## src/rtl/core/tsl_pkg.sv

```systemverilog
package tsl_pkg;

  // Default width of the payload byte position
  localparam int POSITION_BITS_DEF = 16;

  // Record and handshake header codes
  localparam logic [7:0] REC_HANDSHAKE   = 8'h16;
  localparam logic [7:0] REC_MAJOR       = 8'h03;
  localparam logic [7:0] HS_CLIENT_HELLO = 8'h01;
  localparam logic [7:0] NAME_TYPE_HOST  = 8'h00;

  // Layout constants
  localparam int MIN_PAYLOAD  = 43;
  localparam int MIN_HS_LEN   = 38;
  localparam int SESSID_POS   = 34;
  localparam int SNI_MIN_EXT  = 5;
  localparam int HDR_BYTES    = 9;
  localparam int EXT_HDR      = 4;
  localparam int SNI_EXT_TYPE = 0;

  // Header byte positions
  localparam int POS_TYPE     = 0;
  localparam int POS_MAJOR    = 1;
  localparam int POS_HS_TYPE  = 5;
  localparam int POS_LEN_HI   = 6;
  localparam int POS_LEN_LO   = 8;

  // Output beat width: found, offset, length, padded to whole bytes
  localparam int OUT_BITS  = 1 + 16 + 16;
  localparam int OUT_BYTES = (OUT_BITS + 7) / 8;
  localparam int OUT_W     = OUT_BYTES * 8;

  typedef struct packed {
    logic [7:0] data;
    logic       last;
  } beat_t;

  typedef struct packed {
    logic        found;
    logic [15:0] offset;
    logic [15:0] length;
  } result_t;

endpackage

```

## src/rtl/core/tsl_in_stage.sv

```systemverilog
module tsl_in_stage (
  input  logic          clk,
  input  logic          rst,
  input  logic          s_tvalid,
  output logic          s_tready,
  input  logic [7:0]    s_tdata,   // [7:0] data_byte
  input  logic          s_tlast,   // last_byte
  input  logic          consume,
  output logic          valid,
  output tsl_pkg::beat_t beat
);
  import tsl_pkg::*;

  // Take a new beat when empty or when the held one moves on
  assign s_tready = !valid || consume;

  always_ff @(posedge clk) begin
    if (rst) begin
      valid <= 1'b0;
    end else if (s_tvalid && s_tready) begin
      valid <= 1'b1;
    end else if (consume) begin
      valid <= 1'b0;
    end
  end

  // Hold the payload
  always_ff @(posedge clk) begin
    if (s_tvalid && s_tready) begin
      beat.data <= s_tdata;
      beat.last <= s_tlast;
    end
  end

endmodule

```

## src/rtl/core/tsl_parser.sv

```systemverilog
module tsl_parser #(
  parameter int POSITION_BITS = tsl_pkg::POSITION_BITS_DEF
) (
  input  logic             clk,
  input  logic             rst,
  input  logic             adv,
  input  tsl_pkg::beat_t   beat,
  output tsl_pkg::result_t result
);
  import tsl_pkg::*;

  // Handshake-relative arithmetic width: room for a position plus a 16-bit length
  localparam int HW = ((POSITION_BITS > 24) ? POSITION_BITS : 24) + 2;

  typedef enum logic [10:0] {
    PH_HDR        = 11'b000_0000_0001,
    PH_SESSID     = 11'b000_0000_0010,
    PH_CIPHERS    = 11'b000_0000_0100,
    PH_COMP       = 11'b000_0000_1000,
    PH_EXTLEN     = 11'b000_0001_0000,
    PH_ETYPE      = 11'b000_0010_0000,
    PH_ELEN_SNI   = 11'b000_0100_0000,
    PH_ELEN_OTHER = 11'b000_1000_0000,
    PH_NAME_TYPE  = 11'b001_0000_0000,
    PH_NAME_LEN   = 11'b010_0000_0000,
    PH_DONE       = 11'b100_0000_0000
  } phase_t;

  logic [POSITION_BITS-1:0] pos, pos_next;
  phase_t                   phase, phase_next;
  logic [23:0]              hs_len, hs_len_next;
  logic [7:0]               acc, acc_next;
  logic [HW-1:0]            nx, nx_next;
  logic [HW-1:0]            ext_end, ext_end_next;
  logic [HW-1:0]            rec_end, rec_end_next;
  logic                     header_ok, header_ok_next;
  logic                     cand_valid, cand_valid_next;
  logic [15:0]              cand_off, cand_off_next;
  logic [15:0]              cand_len, cand_len_next;

  logic [HW-1:0] h, hl, n_byte, n_word, acc_word, plen, goto_start;
  logic [23:0]   len_shift;
  logic [31:0]   pos_plus1;
  logic          fail, do_goto, ok_parse, found;

  always_comb begin
    h         = HW'(pos) - HW'(HDR_BYTES);
    hl        = HW'(hs_len);
    acc_word  = HW'({acc, beat.data});
    n_byte    = h + HW'(1) + HW'(beat.data);
    n_word    = h + HW'(1) + acc_word;
    len_shift = {hs_len[15:0], beat.data};
    pos_plus1 = 32'(pos) + 32'd1;
    plen      = HW'(pos) + HW'(1);

    pos_next        = pos;
    phase_next      = phase;
    hs_len_next     = hs_len;
    acc_next        = acc;
    nx_next         = nx;
    ext_end_next    = ext_end;
    rec_end_next    = rec_end;
    cand_valid_next = cand_valid;
    cand_off_next   = cand_off;
    cand_len_next   = cand_len;
    fail            = 1'b0;
    do_goto         = 1'b0;
    goto_start      = '0;

    case (phase)
      PH_HDR: begin
        if ((pos == POSITION_BITS'(POS_TYPE) && beat.data != REC_HANDSHAKE) ||
            (pos == POSITION_BITS'(POS_MAJOR) && beat.data != REC_MAJOR) ||
            (pos == POSITION_BITS'(POS_HS_TYPE) && beat.data != HS_CLIENT_HELLO)) begin
          fail = 1'b1;
        end else begin
          // Shift in the 24-bit handshake length
          if (pos >= POSITION_BITS'(POS_LEN_HI) && pos <= POSITION_BITS'(POS_LEN_LO)) begin
            hs_len_next = len_shift;
          end
          if (pos == POSITION_BITS'(POS_LEN_LO)) begin
            if (len_shift < 24'(MIN_HS_LEN)) begin
              fail = 1'b1;
            end else begin
              nx_next    = HW'(SESSID_POS);
              phase_next = PH_SESSID;
            end
          end
        end
      end
      PH_SESSID: begin
        if (h == nx) begin
          if (n_byte + HW'(2) > hl) begin
            fail = 1'b1;
          end else begin
            nx_next    = n_byte;
            phase_next = PH_CIPHERS;
          end
        end
      end
      PH_CIPHERS: begin
        if (h == nx) begin
          acc_next = beat.data;
        end else if (h == nx + HW'(1)) begin
          if (n_word + HW'(1) > hl) begin
            fail = 1'b1;
          end else begin
            nx_next    = n_word;
            phase_next = PH_COMP;
          end
        end
      end
      PH_COMP: begin
        if (h == nx) begin
          if (n_byte + HW'(2) > hl) begin
            fail = 1'b1;
          end else begin
            nx_next    = n_byte;
            phase_next = PH_EXTLEN;
          end
        end
      end
      PH_EXTLEN: begin
        if (h == nx) begin
          acc_next = beat.data;
        end else if (h == nx + HW'(1)) begin
          if (n_word > hl) begin
            fail = 1'b1;
          end else begin
            ext_end_next = n_word;
            do_goto      = 1'b1;
            goto_start   = h + HW'(1);
          end
        end
      end
      PH_ETYPE: begin
        if (h == nx) begin
          acc_next = beat.data;
        end else if (h == nx + HW'(1)) begin
          phase_next = (acc_word == HW'(SNI_EXT_TYPE)) ? PH_ELEN_SNI : PH_ELEN_OTHER;
        end
      end
      PH_ELEN_SNI, PH_ELEN_OTHER: begin
        if (h == nx + HW'(2)) begin
          acc_next = beat.data;
        end else if (h == nx + HW'(3)) begin
          if (n_word > ext_end) begin
            // Broken extension ends the walk
            phase_next = PH_DONE;
          end else begin
            rec_end_next = n_word;
            if (phase == PH_ELEN_SNI && acc_word >= HW'(SNI_MIN_EXT)) begin
              // Skip the list length
              nx_next    = h + HW'(3);
              phase_next = PH_NAME_TYPE;
            end else begin
              do_goto    = 1'b1;
              goto_start = n_word;
            end
          end
        end
      end
      PH_NAME_TYPE: begin
        if (h == nx) begin
          if (beat.data != NAME_TYPE_HOST) begin
            do_goto    = 1'b1;
            goto_start = rec_end;
          end else begin
            nx_next    = h + HW'(1);
            phase_next = PH_NAME_LEN;
          end
        end
      end
      PH_NAME_LEN: begin
        if (h == nx) begin
          acc_next = beat.data;
        end else if (h == nx + HW'(1)) begin
          if (acc_word != '0 && n_word <= rec_end) begin
            cand_valid_next = 1'b1;
            cand_off_next   = pos_plus1[15:0];
            cand_len_next   = {acc, beat.data};
            phase_next      = PH_DONE;
          end else begin
            do_goto    = 1'b1;
            goto_start = rec_end;
          end
        end
      end
      default: begin
      end
    endcase

    // Move to the next extension header, or stop past the block
    if (do_goto) begin
      nx_next    = goto_start;
      phase_next = (goto_start + HW'(EXT_HDR) > ext_end_next) ? PH_DONE : PH_ETYPE;
    end

    ok_parse = header_ok && !fail;
    if (fail) begin
      phase_next = PH_DONE;
    end

    // Advance the position, saturating on an over-long payload
    header_ok_next = ok_parse;
    if (pos == '1) begin
      header_ok_next = 1'b0;
    end else begin
      pos_next = pos + POSITION_BITS'(1);
    end

    // Final verdict on the marked byte
    found = ok_parse && cand_valid_next && (plen >= HW'(MIN_PAYLOAD)) &&
            (HW'(HDR_BYTES) + HW'(hs_len_next) <= plen);
    result.found  = found;
    result.offset = found ? cand_off_next : 16'd0;
    result.length = found ? cand_len_next : 16'd0;
  end

  // Re-arm on reset and after each marked byte
  always_ff @(posedge clk) begin
    if (rst || (adv && beat.last)) begin
      pos        <= '0;
      phase      <= PH_HDR;
      hs_len     <= '0;
      acc        <= '0;
      nx         <= '0;
      ext_end    <= '0;
      rec_end    <= '0;
      header_ok  <= 1'b1;
      cand_valid <= 1'b0;
      cand_off   <= '0;
      cand_len   <= '0;
    end else if (adv) begin
      pos        <= pos_next;
      phase      <= phase_next;
      hs_len     <= hs_len_next;
      acc        <= acc_next;
      nx         <= nx_next;
      ext_end    <= ext_end_next;
      rec_end    <= rec_end_next;
      header_ok  <= header_ok_next;
      cand_valid <= cand_valid_next;
      cand_off   <= cand_off_next;
      cand_len   <= cand_len_next;
    end
  end

endmodule

```

## src/rtl/core/tsl_out_stage.sv

```systemverilog
module tsl_out_stage (
  input  logic                        clk,
  input  logic                        rst,
  input  logic                        load,
  input  tsl_pkg::result_t            result,
  output logic                        free,
  output logic                        m_tvalid,
  input  logic                        m_tready,
  output logic [tsl_pkg::OUT_W-1:0]   m_tdata   // [0] sni_found, [16:1] sni_offset,
                                                // [32:17] sni_length, rest zero
);
  import tsl_pkg::*;

  // Room for a new result when empty or when the held one leaves
  assign free = !m_tvalid || m_tready;

  always_ff @(posedge clk) begin
    if (rst) begin
      m_tvalid <= 1'b0;
    end else if (load) begin
      m_tvalid <= 1'b1;
    end else if (m_tready) begin
      m_tvalid <= 1'b0;
    end
  end

  // Pack the result beat
  always_ff @(posedge clk) begin
    if (load) begin
      m_tdata <= OUT_W'({result.length, result.offset, result.found});
    end
  end

endmodule

```

## src/rtl/core/tls_sni_locator.sv

```systemverilog
// A marked last byte passes the input register, then the result register, to m_tvalid.
// Throughput: one payload byte per cycle while no last byte waits for a busy result slot;
// the two registers decouple the sides; non-last bytes keep flowing while a result waits.
// Reset: rst is synchronous, active high; it empties both registers and re-arms the parser.
// The parser also re-arms by itself after every last byte.
module tls_sni_locator #(
  parameter int POSITION_BITS = tsl_pkg::POSITION_BITS_DEF
) (
  input  logic                      clk,
  input  logic                      rst,
  input  logic                      s_tvalid,
  output logic                      s_tready,
  input  logic [7:0]                s_tdata,   // [7:0] data_byte
  input  logic                      s_tlast,   // last_byte
  output logic                      m_tvalid,
  input  logic                      m_tready,
  output logic [tsl_pkg::OUT_W-1:0] m_tdata    // [0] sni_found, [16:1] sni_offset,
                                               // [32:17] sni_length, rest zero
);
  import tsl_pkg::*;

  logic    in_valid;
  beat_t   beat;
  logic    consume;
  logic    out_free;
  result_t result;

  tsl_in_stage u_in (
    .clk      (clk),
    .rst      (rst),
    .s_tvalid (s_tvalid),
    .s_tready (s_tready),
    .s_tdata  (s_tdata),
    .s_tlast  (s_tlast),
    .consume  (consume),
    .valid    (in_valid),
    .beat     (beat)
  );

  // Parse a byte unless it is the last one and the result slot is busy
  assign consume = in_valid && (!beat.last || out_free);

  tsl_parser #(
    .POSITION_BITS (POSITION_BITS)
  ) u_parser (
    .clk    (clk),
    .rst    (rst),
    .adv    (consume),
    .beat   (beat),
    .result (result)
  );

  tsl_out_stage u_out (
    .clk      (clk),
    .rst      (rst),
    .load     (consume && beat.last),
    .result   (result),
    .free     (out_free),
    .m_tvalid (m_tvalid),
    .m_tready (m_tready),
    .m_tdata  (m_tdata)
  );

endmodule

```

## config.mk

```make
export PLATFORM = sky130hd
export DESIGN_NAME = tls_sni_locator
export DESIGN_NICKNAME = d
export VERILOG_FILES = /design/src/rtl/core/tsl_pkg.sv /design/src/rtl/core/tsl_in_stage.sv /design/src/rtl/core/tsl_parser.sv /design/src/rtl/core/tsl_out_stage.sv /design/src/rtl/core/tls_sni_locator.sv
export SDC_FILE = /design/constraint.sdc
export NUM_CORES = 1
export LEC_CHECK = 0
export ABC_AREA = 1
export BUFFER_PORTS_ARGS = -buffer_cell sky130_fd_sc_hd__buf_2
export CORE_MARGIN = 2
export CORE_UTILIZATION = 45
export DETAILED_ROUTE_END_ITERATION = 10
export PLACE_DENSITY_LB_ADDON = 0.1
export RECOVER_POWER = 50
export SKIP_CTS_REPAIR_TIMING = 1
export SYNTH_ARGS = -nofsm -noshare
export SYNTH_HDL_FRONTEND = slang
export SYNTH_SLANG_ARGS = --single-unit
export TNS_END_PERCENT = 1
```

## constraint.sdc

```tcl
create_clock -name clk -period 10.9 [get_ports clk]
set_clock_uncertainty 0.15 [all_clocks]
set_input_delay 2.18 -clock clk [delete_from_list [all_inputs] [get_ports clk]]
set_output_delay 2.18 -clock clk [all_outputs]
set_load 0.02 [all_outputs]
```

==> run summary <==
Worst hold path type -> register to register
Largest stage delay, worst path -> 0.86 ns
Cell taking the most area after synthesis -> dfxtp_1
Violated checks -> max-capacitance violations, max-slew violations
CP max-delay cell -> xor2_1
Num Clock Sinks -> 215
Most frequent cells in the layout -> nand2_1 (748), inv_1 (539), nor2_1 (391), a21oi_1 (230), ha_1 (198)
WP data required -> 11.22 ns
Max cap viols -> 4
TNS Setup -> 0 ns
Worst slew margin -> -0.788
Post-synthesis cell type count -> 79
Dpl hpwl -> 72800 um
Initial antenna violation count -> 0
TritonCTS Buffers -> 26
Worst vdd rail ir drop -> 0.000117 V
RD Place Congestion -> 1.06
NumNets Final -> 3714
Post-synthesis sequential area ratio -> 0.211
Detail Route Antenna Nets -> 0
Die width -> 227 um
Htree depth -> 1
Die height -> 227 um
Final setup fails -> 0
FF+latch count, synth -> 215
Tmin final -> 10.31 ns
Total Wirelength -> 90900 um
Routed len/inst -> 21.7 um
Critical path endpoint category -> register
Unrepaired setup endpoints after global routing -> false
Share of cells above drive strength 1 -> 0.0772
Iteration-0 DRC Markers -> 2180
IO Count -> 55
Path depth of the worst reg2reg path -> 53
Vias per Instance -> 5.72
Crit path kind -> register to register
Synth area leaders -> dfxtp_1 (15%), nand2_1 (13%), ha_1 (11%)
Least-Margin Pin Slew -> 2.68 ns
WHS Path Cells -> 2
Mean Syn Cell Area -> 6.43 um^2
Commonest non-fill, non-tap cell in the layout -> nand2_1
Initial Util -> 0.457
Compound-Gate Fraction of Synth Area -> 0.161
Mapped cell area -> 22400 um^2
XOR/XNOR share of the synthesized area -> 0.0551
Synth Area in Adders -> 0.111
Die area -> 51700 um^2
Min Hold Slack -> 0.315 ns
Critical Path Source -> u_parser.pos[0]$_SDFFE_PP0P_
Pin count of the biggest net entering global routing -> 87
Post-synth ARST share -> 0
Pwr dens -> 162 nW/um^2
DR pass1 iterations -> 6
Synth Flop Type -> dfxtp_1
Critical R2R Launch -> u_parser.pos[0]$_SDFFE_PP0P_
Data arrival, critical path -> 10.63 ns
DP Cell Count -> 4138
Via Count -> 23951
Filler cells -> 5200
Post-synth top area share -> 0.154
Worst path most repeated cell -> nand2_1
Final Hold Fails -> 0
Core area -> 49100 um^2
Area Overhead vs Synth -> 6.84%
Period utilisation layout -> 0.946
Warnings, synthesis -> 0
Critical Path Fanout Max -> 55
Largest family of logic cells by synthesized area -> simple AND/OR/NAND/NOR gates
Max Slew Vio Count -> 204
Nature of the critical path startpoint -> register
Fraction of synthesized area in multiplexers -> 0.00357
Hold Path Origin -> u_parser.cand_len[2]$_SDFFE_PP0P_
Vias in the first global route -> 22649
First-pass GRT wire length -> 137000 um
Status -> finished, violations left
Synth Area in Simple Gates -> 0.339
DRC errors left -> 0
Synth Instances -> 3491
Clk pin slew, worst setup/hold paths -> 0.06 ns
Worst skew pair latency -> 0.58 ns
Rows -> 81
# diodes -> 0
Maximum root-to-sink buffer count -> 3
Number of synthesized flops with an enable pin -> 42
CTS root buffer -> clkbuf_16
Overall global routing resource usage -> 0.351
Max Clock Freq -> 0.0969 GHz
Global route overflow -> 0
CTS tree -> built
Cell Count, Final, Fillers Out -> 4186
LEAKAGE -> 0.0113 uW
IO Port Bufs -> 47
[path summary, 6_finish.rpt]
path,endpoint,slack [ns]
max,u_parser.phase[10]$_SDFFE_PP0P_,0.59
max reg2reg,u_parser.phase[10]$_SDFFE_PP0P_,0.59
min reg2reg,u_parser.cand_len[2]$_SDFFE_PP0P_,0.31
min,u_parser.cand_len[2]$_SDFFE_PP0P_,0.31
[registers in the layout, indices dropped and copies added, names as in the netlist]
register / count
u_parser.cand_len: 16
u_parser.pos: 16
u_parser.hs_len: 24
u_parser.cand_off: 16
u_parser.rec_end: 26
u_parser.phase: 11
u_in.valid: 1
u_parser.header_ok: 1
u_parser.acc: 8
u_out.m_tdata: 33
u_parser.ext_end: 26
u_parser.cand_valid: 1
u_out.m_tvalid: 1
u_parser.nx: 26
u_in.beat: 9
[per-layer routing]
metal / routed length (um) / global-route usage
met2: 40100 / 0.561
met1: 38600 / 0.454
met3: 6620 / 0.0523
met4: 5670 / 0.196
met5: 0 / 0
[kinds of logic after synthesis]
| kind of cell | Yosys count |
|---|---|
| AO/OA/AOI/OAI | 602 |
| buffers and inverters | 668 |
| adder cells (fa/ha/maj) | 199 |
| XOR/XNOR | 137 |
| multiplexers | 8 |
| AND/OR/NAND/NOR | 1661 |
| other | 1 |
| flip-flops | 215 |
[cell usage after synthesis (7+ instances only)]
cell type	n
o21ai_2	19
clkbuf_1	43
o2111ai_1	13
nand2_2	32
dfxtp_1	173
o21bai_1	10
inv_2	23
o21a_1	8
buf_1	15
nor2_4	22
o21ai_0	161
nand4_1	73
a21oi_1	230
o211ai_1	30
ha_1	198
o21ai_1	15
xor2_1	108
nor3_1	57
nor2_1	391
buf_6	11
nor4_1	27
inv_1	539
nand3b_1	31
nand3_1	189
or2_2	7
nand2_1	750
mux2i_1	8
nand2_4	9
a211oi_1	57
o22ai_1	8
edfxtp_1	42
xnor2_1	25
buf_4	16
clkinv_1	7
nor2_2	42
buf_2	11
o221ai_1	9
[stage by stage]
| step | power (uW) | area [um^2] | util | setup slack, ns |
|---|---|---|---|---|
| finish | 3890 | 24000 | 0.489 | 0.585 |
| detailed placement | 2990 | 23200 | 0.473 | 1.04 |
| floorplan | 2310 | 22500 | - | 3.45 |
| global placement | 2970 | 23200 | 0.473 | 1.23 |
| CTS | 3850 | 24000 | 0.490 | 0.968 |
| global route | 4150 | 24000 | 0.489 | 0.0159 |
[critical path: cells and delay by family (launching register included)]
family          cells  cell delay [ns]
xor+xnor            2             1.32
fa+ha+maj           4             1.42
simple gates       36             5.09
compound gates      7             1.03
flops               1             0.75
buf+inv             4             0.42
[layout make-up]
| type | instances | area, um^2 | share of cell area |
|---|---|---|---|
| flip-flops and latches | 215 | 4720 | 0.197 |
| multi-input cells | 2614 | 15100 | 0.628 |
| inverters | 570 | 2140 | 0.0894 |
| clock inverters | 18 | 156 | 0.00652 |
| clock buffers | 30 | 666 | 0.0278 |
| repair buffers | 75 | 392 | 0.0163 |
| well taps | 664 | 831 | 0.0347 |
[power breakdown]
group          switching, uW  total, uW  internal (uW)
sequential              53.7        899            846
clock                    366        851            485
combinational           1520       2140            629
(Power assumes the default switching activity.)
